`src/rtl/pic_pkg.sv`:
```
// Shared types and codes of the padded image convolution block.
`timescale 1ns / 1ps

package pic_pkg;

    localparam int PIX_W      = 32;
    localparam int COEF_W     = 18;
    localparam int COEF_IDX_W = 6;
    localparam int CH_W       = 8;
    localparam int CH_NUM     = 4;

    typedef enum logic {
        KIND_COEF  = 1'b0,
        KIND_PIXEL = 1'b1
    } pic_kind_t;

    typedef enum logic [1:0] {
        REG_IMAGE_WIDTH   = 2'd0,
        REG_IMAGE_HEIGHT  = 2'd1,
        REG_KERNEL_SIZE   = 2'd2,
        REG_CHANNEL_COUNT = 2'd3
    } pic_reg_t;

    typedef struct packed {
        logic [10:0] image_width;
        logic [12:0] image_height;
        logic [2:0]  kernel_size;
        logic [2:0]  channel_count;
    } pic_cfg_t;

    typedef struct packed {
        pic_kind_t               kind;
        logic [COEF_IDX_W-1:0]   coef_index;
        logic signed [COEF_W-1:0] coef_value;
        logic [PIX_W-1:0]        pixel;
        logic                    emit;
        logic                    last;
    } pic_item_t;

endpackage

```
`src/rtl/pic_front.sv`:
```
// Front part: configuration registers, input transfers and frame position tracking.
`timescale 1ns / 1ps

module pic_front
    import pic_pkg::*;
#(
    parameter int KMAX             = 7,
    parameter int MAX_PADDED_WIDTH = 2048
) (
    input  logic                  clk,
    input  logic                  rst_n,
    input  logic                  s_tvalid,
    output logic                  s_tready,
    input  logic [55:0]           s_tdata,
    input  logic                  s_tuser,
    input  logic                  cfg_valid,
    output logic                  cfg_ready,
    input  logic [1:0]            cfg_index,
    input  logic [12:0]           cfg_data,
    output pic_cfg_t              cfg,
    output logic [$clog2(MAX_PADDED_WIDTH + 1)-1:0] padded_width,
    output logic                  restart,
    input  logic                  q_not_full,
    output logic                  q_push,
    output pic_item_t             q_item
);

    localparam int KW   = $clog2(KMAX + 1);
    localparam int PW_W = $clog2(MAX_PADDED_WIDTH + 1);
    localparam int XW   = ((PW_W > 11) ? PW_W : 11) + 1;
    localparam int RW   = 14;

    pic_cfg_t        cfg_reg;
    logic [RW-1:0]   row_reg;
    logic [PW_W-1:0] col_reg;
    logic [RW-1:0]   row_next;
    logic [PW_W-1:0] col_next;

    logic [KW-1:0]   ek;
    logic [KW-1:0]   pad;
    logic [KW-1:0]   off;
    logic [XW-1:0]   w0;
    logic [XW-1:0]   wmax;
    logic [XW-1:0]   weff;
    logic [XW-1:0]   pwx;
    logic [RW-1:0]   h0;
    logic [RW-1:0]   ph;
    logic [XW-1:0]   pcx;
    logic [XW-1:0]   cn;
    logic [RW-1:0]   rn;
    logic            in_row;
    logic            in_col;
    logic            pixel_push;

    assign cfg_ready    = 1'b1;
    assign restart      = cfg_valid && cfg_ready;
    assign cfg          = cfg_reg;
    assign s_tready     = q_not_full;
    assign q_push       = s_tvalid && s_tready;
    assign pixel_push   = q_push && (pic_kind_t'(s_tuser) == KIND_PIXEL);
    assign padded_width = PW_W'(pwx);

    always_comb
    begin
        ek   = (32'(cfg_reg.kernel_size) > KMAX) ? KW'(KMAX) : KW'(cfg_reg.kernel_size);
        pad  = ek & ~KW'(1);
        off  = (ek == '0) ? '0 : ek - 1'b1;
        w0   = (cfg_reg.image_width == '0) ? XW'(1) : XW'(cfg_reg.image_width);
        wmax = XW'(MAX_PADDED_WIDTH) - XW'(pad);
        weff = (w0 > wmax) ? wmax : w0;
        pwx  = weff + XW'(pad);
        h0   = (cfg_reg.image_height == '0) ? RW'(1) : RW'(cfg_reg.image_height);
        ph   = h0 + RW'(pad);
        pcx  = XW'(col_reg);

        in_row = (row_reg >= RW'(off)) && ((row_reg - RW'(off)) < h0);
        in_col = (pcx >= XW'(off)) && ((pcx - XW'(off)) < weff);

        cn       = pcx + 1'b1;
        rn       = row_reg + 1'b1;
        col_next = PW_W'(cn);
        row_next = row_reg;
        if (cn >= pwx)
        begin
            col_next = '0;
            row_next = (rn >= ph) ? '0 : rn;
        end

        q_item.kind       = pic_kind_t'(s_tuser);
        q_item.coef_index = s_tdata[5:0];
        q_item.coef_value = s_tdata[23:6];
        q_item.pixel      = s_tdata[55:24];
        q_item.emit       = in_row && in_col;
        q_item.last       = ((row_reg - RW'(off)) == (h0 - 1'b1))
                            && ((pcx - XW'(off)) == (weff - 1'b1));
    end

    always_ff @(posedge clk or negedge rst_n)
    begin
        if (!rst_n)
        begin
            cfg_reg.image_width   <= 11'd640;
            cfg_reg.image_height  <= 13'd480;
            cfg_reg.kernel_size   <= 3'd3;
            cfg_reg.channel_count <= 3'd3;
            row_reg               <= '0;
            col_reg               <= '0;
        end
        else if (restart)
        begin
            unique case (pic_reg_t'(cfg_index))
                REG_IMAGE_WIDTH:   cfg_reg.image_width   <= cfg_data[10:0];
                REG_IMAGE_HEIGHT:  cfg_reg.image_height  <= cfg_data[12:0];
                REG_KERNEL_SIZE:   cfg_reg.kernel_size   <= cfg_data[2:0];
                REG_CHANNEL_COUNT: cfg_reg.channel_count <= cfg_data[2:0];
                default:           cfg_reg               <= cfg_reg;
            endcase
            row_reg <= '0;
            col_reg <= '0;
        end
        else if (pixel_push)
        begin
            row_reg <= row_next;
            col_reg <= col_next;
        end
    end

endmodule

```
`config.mk`:
```
export PLATFORM = sky130hd
export DESIGN_NAME = pic_front
export DESIGN_NICKNAME = d
export VERILOG_FILES = /design/src/rtl/pic_pkg.sv /design/src/rtl/pic_front.sv
export SDC_FILE = /design/constraint.sdc
export NUM_CORES = 1
export LEC_CHECK = 0
export ABC_AREA = 1
export BUFFER_PORTS_ARGS = -buffer_cell sky130_fd_sc_hd__buf_2
export CORE_MARGIN = 4
export CORE_UTILIZATION = 55
export CTS_CLUSTER_DIAMETER = 100
export DETAILED_ROUTE_END_ITERATION = 12
export PLACE_DENSITY_LB_ADDON = 0.08
export SLEW_MARGIN = 15
export SYNTH_ARGS = -nofsm -noshare
export SYNTH_HDL_FRONTEND = slang
export SYNTH_SLANG_ARGS = --single-unit
```
`constraint.sdc`:
```
create_clock -name clk -period 5.98 [get_ports clk]
set_input_delay 0 -clock clk [delete_from_list [all_inputs] [get_ports clk]]
set_output_delay 0 -clock clk [all_outputs]
set_load 0.005 [all_outputs]
```
==> summary.md <==
| Metric | Value |
|---|---|
| Status | complete, no violations |
| CTS tree | done |
| IO Pins | 182 |
| Die area | 14600 um^2 |
| Arrival time at the worst endpoint | 5630 ps |
| Sw frac | 0.497 |
| Largest register FFs | 27 |
| Die height | 121 um |
| Area delta synth->final | 3.97% |
| Initial DRC count | 461 |
| Clock Skews | 5.31 ps |
| Via count | 6345 |
| Pins Over Slew Limit | 0 |
| GRT Overall Usage | 0.252 |
| IO buf count | 68 |
| Root Driver | clkbuf_16 |
| Final Setup Violations | 0 |
| Pwr Density | 334 nW/um^2 |
| H-tree levels | 2 |
| ANT cells | 0 |
| Clk network pwr share | 0.145 |
| Crit-path max FO | 19 |
| Num Clock Sinks | 56 |
| Drt drc | 0 |
| Fmax achieved | 185 MHz |
| Post-Syn Instances | 1039 |
| First-pass GRT wire length | 29.4 mm |
| CP Launch Type | register |
| Average routed wire per standard cell | 14.9 um |
| Slew headroom | 0.510 |
| Final critical-path share of the clock period | 0.905 |
| Fin. Hold Viols | 0 |
| Yosys cell types | 48 |
| Synth async-reset ratio | 1.00 |
| Hold Crit Class | in -> out |
| Total core area | 12200 um^2 |
| Setup CP Type | reg -> reg |
| Layout cell share with drive strength beyond 1 | 0.118 |
| Core Util, Final | 0.595 |
| Placer Congestion | 0.903 |
| Number of max-cap violations | 0 |
| Synth warnings | 0 |
| Number of global-route vias before repair | 5943 |
| Clock tree buffer depth | 2 |
| Antenna violations before repair | 0 |
| Cell area after synthesis | 6990 um^2 |
| Clock slew at reported path FFs | 80 ps |
| Ys flop type | dfrtp_1 |
| Max VDD drop | 0.183 mV |
| Die X | 121 um |
| Clk_lat worst skew | 310 ps |
| Measured slew at the worst slew-check pin | 735 ps |
| Final HPWL DP | 14.8 mm |
| Via density | 5.24 |
| Grt ovf | 0 |
| FF+latch count, synth | 56 |
| Reg power frac | 0.208 |
| Drt total wl | 18.1 mm |
| Initial Util | 0.573 |
| Row Count | 40 |
| Antenna-violating nets left | 0 |
| Leakage | 0.00402 uW |
| Post-synth EDFFs | 0 |
| Largest net degree at the start of global routing | 57 |
| Postcts setup bufs | 0 |
| Avg Cell Area, Syn | 6.73 um^2 |
| Layout Nets | 1201 |
| Internal power | 1220 uW |
| Final min period | 5410 ps |
| Inserted Clock Buffers | 5 |
| RSZ-0062 raised after global routing | false |
| DR pass1 iterations | 4 |
| Switching power | 1210 uW |
| Power share of the combinational group | 0.647 |
| Final setup TNS | 0 ps |
| Seq/Total Area, Yosys | 0.202 |
| Critical Path End Type | register |
| Req. time, crit path | 6200 ps |
-- cell usage after synthesis (7+ instances only) --
| cell | n | share of area |
|---|---|---|
| nand4_1 | 24 | 0.021 |
| nor2_1 | 88 | 0.047 |
| inv_2 | 7 | 0.0038 |
| clkbuf_1 | 21 | 0.011 |
| nand3_1 | 92 | 0.066 |
| nor3_1 | 11 | 0.0079 |
| nand2_1 | 224 | 0.12 |
| buf_4 | 60 | 0.064 |
| o21ai_0 | 52 | 0.037 |
| a21oi_1 | 35 | 0.025 |
| dfstp_2 | 10 | 0.038 |
| ha_1 | 79 | 0.14 |
| o22ai_1 | 13 | 0.012 |
| xor2_1 | 55 | 0.069 |
| dfrtp_1 | 46 | 0.16 |
| inv_1 | 158 | 0.085 |
-- per-layer routing --
| metal | track usage | part of all wire | vias to the layer above |
|---|---|---|---|
| li1 | - | - | 3287 |
| met1 | 0.375 | 0.51 | 2828 |
| met2 | 0.369 | 0.41 | 195 |
| met3 | 0.0463 | 0.056 | 35 |
| met4 | 0.0758 | 0.024 | 0 |
| met5 | 0 | 0 | - |
-- power groups by stage --
stage	clock network [uW]	logic, uW	registers (uW)
after floorplan	0	1200	483
after global placement	0	1540	510
after detailed placement	0	1550	509
after CTS	360	1570	504
after global routing	375	1810	514
final	352	1570	505
-- layout by cell type (no fill, tap or decap), types with 2 or more instances in the layout --
cell type and n:
o21ai_0 52, buf_2 68, nand2_4 2, buf_4 3, conb_1 3, ha_1 79
dfstp_2 10, nor2_1 88, nand2_1 224, fa_1 4, inv_2 7, dlygate4sd3_1 8
inv_1 158, o221ai_1 2, nor3_2 2, nand3b_1 3, nand3_1 91, nor3_1 11
or2_2 2, nor2_2 4, nand4_1 24, nor2_4 5, xnor2_1 6, a21oi_1 35
nand3_2 4, nand2_2 3, xor2_1 55, o22ai_1 13, clkbuf_16 5, dfrtp_1 46
clkinv_4 2, nor4_1 5
-- layout make-up --
cell class              instances  area (um^2)
clock buffers                   5          125
clock inverters                 3         47.5
fillers                      1221         4940
inverters                     166          626
multi-input cells             733         4400
flip-flops and latches         56         1410
well taps                     168          210
repair buffers                 79          443
-- worst paths after layout --
path                            start          end  slack, ps  cells past startpoint
max in group asynchronous       rst_n  row_reg[12]       5090                      3
setup reg to reg                ek[1]   row_reg[9]        570                     26
min in group asynchronous       rst_n      cfg[17]        350                      3
setup / recovery                ek[1]   row_reg[9]        570                     26
hold / removal             s_tdata[8]   q_item[36]      0.001                      0
hold reg to reg                cfg[0]       cfg[0]        500                      2
-- through the flow --
stage | power, uW | worst slack [ps] | std cells | instance area [um^2] | hold WS [ps]
after floorplan | 1680 | 950 | 1041 | 7000 | -296
after global placement | 2050 | 581 | 1194 | 7010 | 0.0346
after detailed placement | 2060 | 436 | 1194 | 7010 | 0.0346
after CTS | 2430 | 438 | 1210 | 7260 | 0.0346
after global routing | 2700 | 87.1 | 1210 | 7270 | 0.00796
final | 2430 | 570 | 1210 | 7270 | 0.00142
-- critical path, stage by stage (launching register included) --
cell and delay [ps]:
dfstp_2 630, inv_1 80, ha_1 340, ha_1 360
nand2_1 70, nor2_1 130, nor2b_1 140, nand2_1 70
nand3_2 140, nand2_8 130, o21ai_1 270, ha_1 220
inv_1 60, fa_1 380, inv_1 110, nand3_2 140
nor4_4 200, nand2_1 100, xor2_1 200, inv_2 40
ha_1 290, nand4_1 90, nor4b_1 250, nor3_1 120
a21oi_1 220, nand3_2 310, o22ai_1 220
-- kinds of logic (layout without fill, tap and decap cells) --
| kind of cell | count (synthesis) | count (layout) | share of synthesized area |
|---|---|---|---|
| fa+ha+maj | 83 | 83 | 0.153 |
| mux | 1 | 1 | 0.00143 |
| flops | 56 | 56 | 0.202 |
| buf+inv | 252 | 253 | 0.170 |
| simple gates | 474 | 474 | 0.308 |
| xor+xnor | 62 | 62 | 0.0796 |
| compound gates | 110 | 110 | 0.0854 |
| other cells | 1 | 3 | 0.000536 |
-- timing repair --
action | CTS | global route
hold endpoints to repair | 56 | 0
hold buffers | 8 | 0
setup endpoints to repair | 0 | 14
resized for setup | 0 | 1
Power figures use the tool's default switching activity.
