File: src/rtl/pic_pkg.sv
// Shared types and codes of the padded image convolution block.
`timescale 1ns / 1ps

package pic_pkg;

    localparam int PIX_W      = 32;
    localparam int COEF_W     = 18;
    localparam int COEF_IDX_W = 6;
    localparam int CH_W       = 8;
    localparam int CH_NUM     = 4;

    typedef enum logic {
        KIND_COEF  = 1'b0,
        KIND_PIXEL = 1'b1
    } pic_kind_t;

    typedef enum logic [1:0] {
        REG_IMAGE_WIDTH   = 2'd0,
        REG_IMAGE_HEIGHT  = 2'd1,
        REG_KERNEL_SIZE   = 2'd2,
        REG_CHANNEL_COUNT = 2'd3
    } pic_reg_t;

    typedef struct packed {
        logic [10:0] image_width;
        logic [12:0] image_height;
        logic [2:0]  kernel_size;
        logic [2:0]  channel_count;
    } pic_cfg_t;

    typedef struct packed {
        pic_kind_t               kind;
        logic [COEF_IDX_W-1:0]   coef_index;
        logic signed [COEF_W-1:0] coef_value;
        logic [PIX_W-1:0]        pixel;
        logic                    emit;
        logic                    last;
    } pic_item_t;

endpackage

File: src/rtl/pic_queue.sv
// Short queue of classified items between the front and back parts.
`timescale 1ns / 1ps

module pic_queue
    import pic_pkg::*;
#(
    parameter int DEPTH = 4
) (
    input  logic      clk,
    input  logic      rst_n,
    input  logic      push,
    input  pic_item_t push_item,
    output logic      not_full,
    input  logic      pop,
    output logic      not_empty,
    output pic_item_t head_item
);

    localparam int PW = (DEPTH > 1) ? $clog2(DEPTH) : 1;

    pic_item_t       slot_reg [DEPTH];
    logic [PW-1:0]   wr_ptr_reg;
    logic [PW-1:0]   rd_ptr_reg;
    logic [PW:0]     count_reg;
    logic [PW-1:0]   wr_ptr_next;
    logic [PW-1:0]   rd_ptr_next;
    logic [PW:0]     count_next;

    assign not_full  = (count_reg != (PW + 1)'(DEPTH));
    assign not_empty = (count_reg != '0);
    assign head_item = slot_reg[rd_ptr_reg];

    always_comb
    begin
        wr_ptr_next = wr_ptr_reg;
        rd_ptr_next = rd_ptr_reg;
        count_next  = count_reg;
        if (push)
        begin
            wr_ptr_next = (wr_ptr_reg == PW'(DEPTH - 1)) ? '0 : wr_ptr_reg + 1'b1;
        end
        if (pop)
        begin
            rd_ptr_next = (rd_ptr_reg == PW'(DEPTH - 1)) ? '0 : rd_ptr_reg + 1'b1;
        end
        if (push && !pop)
        begin
            count_next = count_reg + 1'b1;
        end
        else if (pop && !push)
        begin
            count_next = count_reg - 1'b1;
        end
    end

    always_ff @(posedge clk or negedge rst_n)
    begin
        if (!rst_n)
        begin
            wr_ptr_reg <= '0;
            rd_ptr_reg <= '0;
            count_reg  <= '0;
        end
        else
        begin
            wr_ptr_reg <= wr_ptr_next;
            rd_ptr_reg <= rd_ptr_next;
            count_reg  <= count_next;
        end
    end

    always_ff @(posedge clk)
    begin
        if (push)
        begin
            slot_reg[wr_ptr_reg] <= push_item;
        end
    end

endmodule

File: config.mk
export PLATFORM = sky130hd
export DESIGN_NAME = pic_queue
export DESIGN_NICKNAME = d
export VERILOG_FILES = /design/src/rtl/pic_pkg.sv /design/src/rtl/pic_queue.sv
export SDC_FILE = /design/constraint.sdc
export NUM_CORES = 1
export LEC_CHECK = 0
export BUFFER_PORTS_ARGS = -buffer_cell sky130_fd_sc_hd__buf_2
export CELL_PAD_IN_SITES_DETAIL_PLACEMENT = 0
export CELL_PAD_IN_SITES_GLOBAL_PLACEMENT = 1
export CORE_ASPECT_RATIO = 1.25
export CORE_MARGIN = 2
export CORE_UTILIZATION = 45
export CTS_CLUSTER_SIZE = 30
export DETAILED_ROUTE_END_ITERATION = 10
export PLACE_DENSITY_LB_ADDON = 0.1
export SETUP_SLACK_MARGIN = 0.5
export SYNTH_ARGS = -nofsm -noshare
export SYNTH_HDL_FRONTEND = slang
export SYNTH_SLANG_ARGS = --single-unit
File: constraint.sdc
create_clock -name clk -period 2.5 [get_ports clk]
set_input_delay 0.25 -clock clk [delete_from_list [all_inputs] [get_ports clk]]
set_output_delay 0.25 -clock clk [all_outputs]
set_load 0.1 [all_outputs]
==> summary.md, run 1 <==
| Metric | Value |
|---|---|
| Share of layout cells above drive strength 1 | 41.90% |
| Synthesized area | 8997 sq um |
| Vias per std cell | 5.066 |
| Crit path time final | 2.313 ns |
| Syn_area_per_cell | 25.93 sq um |
| DRT Pass-1 Iters | 5 |
| Final Cycle Share | 92.54% |
| Synthesized instance count | 347 |
| Worst hold endpoint | rd_ptr_reg[0] |
| FMAX | 432.3 MHz |
| Die H | 162.1 um |
| Crit path cell chain | buf_12, buf_16, mux4_2, buf_8 |
| Post-synth cell types | 19 |
| CTS tree | done |
| Initial antenna violation count | 0 |
| Deepest clock path buffer count | 3 |
| CTS root buffer | clkbuf_16 |
| Max-slew headroom at the worst pin | 67.73% |
| Core area | 19540 sq um |
| Ys Warns | 0 |
| Startpoint types | register |
| Num rows | 57 |
| Count of final hold-check violations | 0 |
| Antenna Cells | 0 |
| DRC viols | 0 |
| Pins over their slew limit | 0 |
| Drt total wl | 17090 um |
| Cts bufs inserted | 24 |
| CP Max Fanout | 8 |
| Crit end category | primary output |
| Worst r2r path cells | 6 |
| Status | complete, no violations |
| DP Wirelength | 9362 um |
| Arrival time worst endpoint | 2.06 ns |
| GR Overflow Total | 0 |
| CTS sink count | 243 |
| Final setup vio count | 0 |
| Slowest-stage cell, CP | mux4_2 |
| Flop-to-flop setup slack | 0.73 ns |
| Critical Path RT | 2.25 ns |
| R2r startpoint | rd_ptr_reg[0] |
| Reg clk slew, reported paths | 0.06 ns |
| GRT Total Usage | 16.77% |
| Initial Util | 46.04% |
| Worst-Skew Late Latency | 0.51 ns |
| Die width | 130.5 um |
| Vias post-DR | 4281 |
| Pin count of the biggest net entering global routing | 60 |
| Initial DRC count | 228 |
| Hold Path Stages | 2 |
| Number of global-route vias before repair | 4687 |
| Final setup TNS | 0 ns |
| Gpl congestion | 0.6608 |
| Max-Cap Viols | 0 |
| Routed Antenna Nets | 0 |
| Fillers | 1437 |
| Sequential share of the synthesized area | 80.71% |
| First-pass GRT wire length | 26400 um |
| Reg-to-reg endpoint | rd_ptr_reg[1] |
| I/O pin count | 124 |
| IO Port Bufs | 123 |
| WS Path Type | register to primary output |
| Syn Nets | 417 |
| H-tree depth | 1 |
| Final setup skew | 0.004835 ns |
| Register bit total from synthesis | 243 |
| Crit-path max cell delay | 0.56 ns |
| Max reg flops | 236 |
| DR WL/cell | 20.22 um |
| Worst Hold Class | input port to register |
| Area delta synth->final | 31.97% |
| Origin of the worst min-delay path | pop |
| Slew @ Worst Pin | 0.4875 ns |
| Unrepaired setup endpoints after global routing | true |
| Layout Nets | 634 |
| Die ar. | 21150 sq um |
## through the flow
| stage | hold slack (ns) | area, sq um | utilization, % | worst slack [ns] | std cells |
|---|---|---|---|---|---|
| after detailed placement | 0.09610 | 9976 | 51.05 | 0.6093 | 732 |
| after global routing | 0.05894 | 11870 | 60.76 | 0.1178 | 845 |
| after floorplan | -0.04559 | 9002 | - | 0.6990 | 347 |
| after global placement | 0.09693 | 9976 | 51.05 | 0.6138 | 732 |
| after CTS | 0.02862 | 11770 | 60.21 | 0.1287 | 842 |
| final | 0.05632 | 11870 | 60.76 | 0.1865 | 845 |
## how the worst max path moves through the flow
stage	slack (ns)	endpoint	startpoint	depth (start not counted)
global route	0.12	head_item[50]	rd_ptr_reg[0]	3
global placement	0.61	head_item[50]	rd_ptr_reg[0]	3
CTS	0.13	head_item[25]	rd_ptr_reg[0]	4
detailed placement	0.61	head_item[50]	rd_ptr_reg[0]	3
floorplan	0.70	slot_reg[0][0]	wr_ptr_reg[0]	3
finish	0.19	head_item[25]	rd_ptr_reg[0]	4
## critical path, delay by kind of cell, from the launching register on
kind | cells | cell delay, ns
muxes | 1 | 0.56
buffers and inverters | 3 | 0.49
DFF | 1 | 0.49
## cells in the mapped netlist
| cell | number | area (sq um) |
|---|---|---|
| buf_6 | 1 | 11.26 |
| nor2_1 | 4 | 15.01 |
| dfrtp_1 | 7 | 175.2 |
| clkbuf_1 | 1 | 3.750 |
| buf_2 | 6 | 30.03 |
| mux4_1 | 1 | 26.28 |
| xnor2_1 | 1 | 8.760 |
| inv_1 | 4 | 15.01 |
| fa_1 | 1 | 20.02 |
| xor2_1 | 2 | 17.52 |
| nand2_1 | 3 | 11.26 |
| o21ai_0 | 2 | 10.01 |
| mux2_2 | 3 | 33.78 |
| or3_1 | 1 | 6.260 |
| mux4_2 | 58 | 1306 |
| edfxtp_1 | 236 | 7087 |
| buf_12 | 6 | 120.1 |
| and2_1 | 4 | 25.02 |
| ha_1 | 6 | 75.07 |
## layer usage
metal / track usage (%) / part of all wire, % / vias up
met5: 0 / 0 / -
met4: 4.691 / 1.9 / 0
met3: 3.030 / 5.0 / 24
met2: 29.01 / 52 / 117
met1: 21.92 / 41 / 2218
li1: - / - / 1922
## logic make-up after synthesis
kind of cell | count (synthesis) | synth area share (%)
AOI/OAI and AO/OA | 2 | 0.1113
buffers and inverters | 18 | 2.002
adders and majority gates | 7 | 1.057
and+or+nand+nor | 12 | 0.6396
muxes | 62 | 15.19
xor gates and xnor gates | 3 | 0.2921
DFF | 243 | 80.71
## layout by cell type (no fill, tap or decap), drive strengths merged
cell / instances
clkinvlp: 1
or3: 1
nand2: 3
nor2: 4
ha: 6
xnor2: 1
edfxtp: 236
bufinv: 1
dlygate4sd3: 60
fa: 1
buf: 144
dfrtp: 7
and2: 4
clkinv: 13
inv: 4
xor2: 2
o21ai: 2
clkbuf: 28
mux4: 59
mux2: 3
## cell type report
type,instances,area [sq um],share of cell area (%)
clock buffers,27,633.1,5.332
clock inverters,15,91.34,0.7692
inverters,4,15.01,0.1264
multi-input cells,86,1564,13.17
flip-flops and latches,243,7269,61.22
well taps,265,331.6,2.792
repair buffers,205,1969,16.59
## timing repair
| action | 4_1_cts | 5_1_grt |
|---|---|---|
| endpoints found under the hold margin | 243 | 0 |
| resized for setup | 101 | 18 |
| pin swaps | 0 | 0 |
| cloned | 4 | 1 |
| buffers inserted | 4 | 2 |
| hold buffers | 60 | 0 |
| endpoints found under the setup margin | 59 | 59 |
Power of run 1 is left out: the tool's default activity adds up to more than one toggle a clock period on the data nets, which glitch-free logic cannot reach.
==> inputs of run 2 (changes only) <==
--- a/config.mk
+++ b/config.mk
@@ -5,12 +5,13 @@
 export SDC_FILE = /design/constraint.sdc
 export NUM_CORES = 1
 export LEC_CHECK = 0
+export ABC_AREA = 1
 export BUFFER_PORTS_ARGS = -buffer_cell sky130_fd_sc_hd__buf_2
 export CELL_PAD_IN_SITES_DETAIL_PLACEMENT = 0
 export CELL_PAD_IN_SITES_GLOBAL_PLACEMENT = 1
 export CORE_ASPECT_RATIO = 1.25
 export CORE_MARGIN = 2
-export CORE_UTILIZATION = 45
+export CORE_UTILIZATION = 43
 export CTS_CLUSTER_SIZE = 30
 export DETAILED_ROUTE_END_ITERATION = 10
 export PLACE_DENSITY_LB_ADDON = 0.1
==> run 2 against run 1 <==
  * Non-clock buffer count up 12
  * Clock-buffer cell count up 5
  * Cell area up 14%
  * Clock skew up 0.0024 ns
  * Worst hold slack better by 0.012 ns
  * Worst setup slack better by 0.20 ns
  * First-iteration DRC count up 4.8%
  * Fmax up 9.3%
  * Register-to-register slack worse by 0.10 ns
  * Critical path type unchanged
  * Largest cell class unchanged
==> summary.md, run 2 <==
| Metric | Value |
|---|---|
| Reg clk slew, reported paths | 0.06 ns |
| Arrival time worst endpoint | 1.87 ns |
| Final setup vio count | 0 |
| Vias post-DR | 6278 |
| Sequential share of the synthesized area | 73.34% |
| Core area | 22810 sq um |
| CTS sink count | 243 |
| Num rows | 62 |
| Synthesized instance count | 742 |
| DRC viols | 0 |
| Post-synth top cells | 236 x edfxtp_1, 191 x nand2_1, 131 x inv_1 |
| Commonest non-fill, non-tap cell in the layout | edfxtp_1 |
| WS Path Type | register to primary output |
| Cts bufs inserted | 24 |
| GR Overflow Total | 0 |
| Post-synth ARST share | 2.881% |
| Number of global-route vias before repair | 6201 |
| Synth area leaders | edfxtp_1 72%, o211ai_1 8.9%, nand2_1 7.2% |
| Share of layout cells above drive strength 1 | 21.24% |
| Status | complete, no violations |
| Count leader, synth | edfxtp_1 |
| Max reg flops | 236 |
| Die width | 139.7 um |
| CP Max Fanout | 7 |
| Crit path launch | rd_ptr_reg[0] |
| DR WL/cell | 17.28 um |
| Area delta synth->final | 36.57% |
| Worst Hold Class | input port to register |
| Gpl congestion | 0.7278 |
| Final setup skew | 0.007241 ns |
| Max-slew headroom at the worst pin | 67.06% |
| Syn_area_per_cell | 13.35 sq um |
| Drt total wl | 21760 um |
| GRT Total Usage | 17.12% |
| Reg-to-reg endpoint | slot_reg[0][24] |
| Syn Nets | 812 |
| Crit end category | primary output |
| IO Port Bufs | 123 |
| Unrepaired setup endpoints after global routing | true |
| R2r startpoint | wr_ptr_reg[0] |
| I/O pin count | 124 |
| Post-synth cell types | 18 |
| Routed Antenna Nets | 0 |
| Deepest clock path buffer count | 3 |
| Crit path time final | 2.116 ns |
| Count of final hold-check violations | 0 |
| Vias per std cell | 4.986 |
| CTS tree | done |
| CTS root buffer | clkbuf_16 |
| Die ar. | 24270 sq um |
| Layout Nets | 1022 |
| Worst r2r path cells | 5 |
| Crit path capture | head_item[26] |
| Initial DRC count | 239 |
| Final setup TNS | 0 ns |
| H-tree depth | 1 |
| Synth top area share | 71.57% |
| Post-synth EDFFs | 236 |
| Pins over their slew limit | 0 |
| Commonest non-fill, non-tap cells in the layout | 236 x edfxtp_1, 187 x nand2_1, 127 x inv_1 |
| Worst-Skew Late Latency | 0.51 ns |
| Synth area leader | edfxtp_1 |
| Pin count of the biggest net entering global routing | 42 |
| DP Wirelength | 11430 um |
| Initial antenna violation count | 1 |
| DRT Pass-1 Iters | 4 |
| First-pass GRT wire length | 32540 um |
| Main synth FF type | edfxtp_1 |
| Flop-to-flop setup slack | 0.63 ns |
| Max-Cap Viols | 0 |
| Die H | 173.7 um |
| Register bit total from synthesis | 243 |
| Final Cycle Share | 84.65% |
| Critical Path RT | 2.25 ns |
| Synthesized area | 9902 sq um |
| Initial Util | 43.42% |
| Ys Warns | 0 |
| Slew @ Worst Pin | 0.4941 ns |
| Startpoint types | register |
| FMAX | 472.6 MHz |
## run 2: cell count changes after synthesis, sizes merged, moves of 6 or more
cell    previous run  this run
inv                4       133
o211ai             0       118
mux4              59         0
clkbuf             1         7
nand2              3       191
buf               13        32
## run 2: routing by layer
layer	GRT usage [%]	share of wire, %	vias to the layer above
met5	0	0	-
met1	21.86	43	3071
met2	30.06	50	150
li1	-	-	3014
met4	5.417	2.6	0
met3	2.624	4.5	43
## run 2: cell type report
cell class	count	area, sq um
antenna	1	2.502
clock buffer	32	651.9
clock inverter	12	103.9
fill	1819	9284
inverter	133	538.0
multi-input combinational	327	1767
sequential	243	7264
tap	288	360.3
timing repair buffer	217	2751
timing repair inverter	6	83.83
## run 2: worst min-delay path by stage
stage | slack, ns | to | from | cells after the start
global route | 0.08 | wr_ptr_reg[0] | push | 2
detailed placement | 0.10 | count_reg[2] | rst_n | 1
CTS | 0.05 | wr_ptr_reg[0] | push | 2
finish | 0.07 | wr_ptr_reg[0] | push | 2
floorplan | -0.05 | count_reg[0] | rst_n | 0
global placement | 0.1 | count_reg[2] | rst_n | 1
## run 2: critical path, cell delays in order, from the launching register on
cell	delay [ns]
dfrtp_2	0.42
buf_12	0.15
inv_6	0.13
buf_4	0.15
nand2_1	0.05
o211ai_1	0.10
nand2_1	0.15
buf_12	0.19
## run 2: kinds of logic (layout without fill, tap and decap cells)
kind of cell | after synthesis | count (layout) | synth area share, %
buffers and inverters | 172 | 400 | 8.921
flip-flops | 243 | 243 | 73.34
adder cells (fa/ha/maj) | 7 | 7 | 0.9603
AO/OA/AOI/OAI | 123 | 123 | 9.199
XOR/XNOR | 1 | 1 | 0.08847
AND/OR/NAND/NOR | 196 | 196 | 7.493
other | 0 | 1 | 0
## run 2: metrics by stage
step	hold WS (ns)	std cells	utilization [%]	worst slack, ns	cell area, sq um
CTS	0.04998	1250	58.32	0.4057	13300
global route	0.08071	1259	59.29	0.3186	13520
floorplan	-0.04559	742	-	0.5426	9917
finish	0.06791	1259	59.29	0.3838	13520
global placement	0.09546	1131	50.99	0.6341	11630
detailed placement	0.1025	1131	50.99	0.5976	11630
## run 2: what timing repair did
item	CTS	global route
hold buffers	61	0
cloned	8	7
buffers inserted	6	1
endpoints found under the setup margin	59	59
resized for setup	27	14
hold endpoints to repair	244	0
pin swaps	8	22
Power of run 2 is left out for the same reason.
==> inputs of run 3 (changes only) <==
==> constraint.sdc (replaced) <==
create_clock -name clk -period 1.75 [get_ports clk]
set_input_delay 0.175 -clock clk [delete_from_list [all_inputs] [get_ports clk]]
set_output_delay 0.175 -clock clk [all_outputs]
set_load 0.1 [all_outputs]
==> run 3 against run 2 <==
  * The flow now finishes with violations (setup timing)
  * Clock-buffer cell count unchanged
  * Worst setup slack got worse by 0.66 ns
  * Non-clock buffer count rose by 54
  * Clock skew is essentially flat
  * Worst hold slack worse by 0.034 ns
  * Global-route usage increased by 1.4 points
  * Core utilization up 6.3 points
  * Register-to-register slack worse by 0.52 ns
  * Critical endpoint is now head_item[21]
==> summary.md, run 3 (synthesis gave the netlist of run 2 again) <==
| Metric | Value |
|---|---|
| Die width | 139.7 um |
| Deepest clock path buffer count | 3 |
| Failing checks | setup timing |
| Place WS | 0.1656 ns |
| Number of global-route vias before repair | 6588 |
| Crit path capture | head_item[21] |
| Initial antenna violation count | 0 |
| Die ar. | 24270 sq um |
| IO Port Bufs | 123 |
| CTS sink count | 243 |
| Slew @ Worst Pin | 0.3646 ns |
| Reg clk slew, reported paths | 0.06 ns |
| Critical Path RT | 1.57 ns |
| Max reg flops | 236 |
| First-pass GRT wire length | 35220 um |
| FMAX | 493.9 MHz |
| Worst Hold Class | input port to async pin |
| Bufs and invs on worst path | 3 |
| Vias post-DR | 6423 |
| Vias per std cell | 4.911 |
| Reg-to-reg endpoint | slot_reg[1][20] |
| Unrepaired setup endpoints after global routing | true |
| Commonest non-fill, non-tap cells in the layout | 236 x edfxtp_1, 122 x inv_1, 121 x nand2_1 |
| Fillers | 1638 |
| Final setup vio count | 59 |
| Layout Nets | 1073 |
| DR WL/cell | 18.27 um |
| H-tree depth | 1 |
| Area delta synth->final | 50.99% |
| DRC viols | 0 |
| WS Path Type | register to primary output |
| Count of final hold-check violations | 0 |
| Slowest-stage cell, CP | dfrtp_2 |
| Max-slew headroom at the worst pin | 75.59% |
| Crit path launch | rd_ptr_reg[0] |
| Cts bufs inserted | 25 |
| Pins over their slew limit | 0 |
| Initial DRC count | 357 |
| Final Cycle Share | 115.7% |
| Share of layout cells above drive strength 1 | 32.75% |
| Pin count of the biggest net entering global routing | 42 |
| Crit-path max cell delay | 0.44 ns |
| Startpoint types | register |
| Initial Util | 43.42% |
| CP top delay family | buffers and inverters |
| Num rows | 62 |
| Routed Antenna Nets | 0 |
| Worst-Skew Late Latency | 0.51 ns |
| Final Cell Area | 14950 sq um |
| DP Wirelength | 11870 um |
| CTS tree | done |
| Gpl congestion | 0.7401 |
| Die H | 173.7 um |
| Crit path cell chain | inv_8, buf_12, nand2_1, o211ai_1, nand2_4, buf_12 |
| GRT Total Usage | 18.57% |
| Crit path time final | 2.025 ns |
| R2r startpoint | wr_ptr_reg[0] |
| Antenna Cells | 0 |
| Crit end category | primary output |
| Max-Cap Viols | 0 |
| CP dominant cell by count | buf_12 |
| GR Overflow Total | 0 |
| Final WS setup | -0.2747 ns |
| Flop-to-flop setup slack | 0.11 ns |
| Stages on worst setup path | 6 |
| Commonest non-fill, non-tap cell in the layout | edfxtp_1 |
| Arrival time worst endpoint | 1.85 ns |
| I/O pin count | 124 |
| Placed Area | 12200 sq um |
| CTS root buffer | clkbuf_16 |
| Core area | 22810 sq um |
| CP Max Fanout | 34 |
| Status | complete, but fails checks |
| Worst r2r path cells | 8 |
| DRT Pass-1 Iters | 6 |
| Final setup skew | 0.006803 ns |
| Drt total wl | 23900 um |
[run 3: cell count changes in the layout (fill, tap and decap cells not counted), moves of 5 or more]
| cell | previous run | this run |
|---|---|---|
| buf_16 | 12 | 18 |
| buf_6 | 1 | 25 |
| clkbuf_16 | 29 | 37 |
| inv_1 | 127 | 122 |
| buf_12 | 64 | 77 |
| nand2_1 | 187 | 121 |
| nand2_4 | 0 | 63 |
[run 3: cell type report]
class / instances / area, sq um / area share, %
flip-flops and latches: 243 / 7264 / 48.59
repair buffers: 271 / 3692 / 24.70
multi-input cells: 327 / 2322 / 15.53
clock buffers: 32 / 651.9 / 4.360
inverters: 133 / 531.8 / 3.557
well taps: 288 / 360.3 / 2.410
clock inverters: 12 / 107.6 / 0.7197
repair inverters: 2 / 20.02 / 0.1339
[run 3: what timing repair did]
action                                  4_1_cts  5_1_grt
endpoints found under the setup margin      299      300
gates cloned                                 17       17
gates resized for setup                      71       21
buffers inserted                             23       12
hold endpoints to repair                    245        2
pin swaps                                     3        4
hold buffers                                 61        2
[run 3: per-layer routing]
| metal | vias up | GRT usage, % | share of wire [%] |
|---|---|---|---|
| met5 | - | 0 | 0 |
| met4 | 0 | 4.625 | 1.5 |
| met3 | 26 | 2.680 | 3.7 |
| met2 | 141 | 33.23 | 52 |
| met1 | 3134 | 23.80 | 43 |
| li1 | 3122 | - | - |
[run 3: worst min-delay path by stage]
stage / start / to / slack [ns] / cells after the start
finish: rst_n / count_reg[2] / 0.03 / 2
global route: rst_n / count_reg[1] / 0.05 / 2
CTS: rst_n / count_reg[2] / 0.009 / 2
detailed placement: rst_n / count_reg[2] / 0.03 / 1
global placement: rst_n / count_reg[2] / 0.02 / 1
floorplan: rst_n / count_reg[0] / -0.12 / 0
[run 3: through the flow]
stage / setup TNS [ns] / hold slack, ns / cells / util [%]
after CTS: -15.20 / 0.009181 / 1278 / 63.14
after global routing: -18.84 / 0.04890 / 1308 / 65.55
after detailed placement: 0 / 0.02981 / 1133 / 53.50
after global placement: 0 / 0.02008 / 1133 / 53.50
final: -13.52 / 0.03405 / 1308 / 65.55
after floorplan: -35.28 / -0.1206 / 742 / -
Power of run 3 is left out for the same reason.
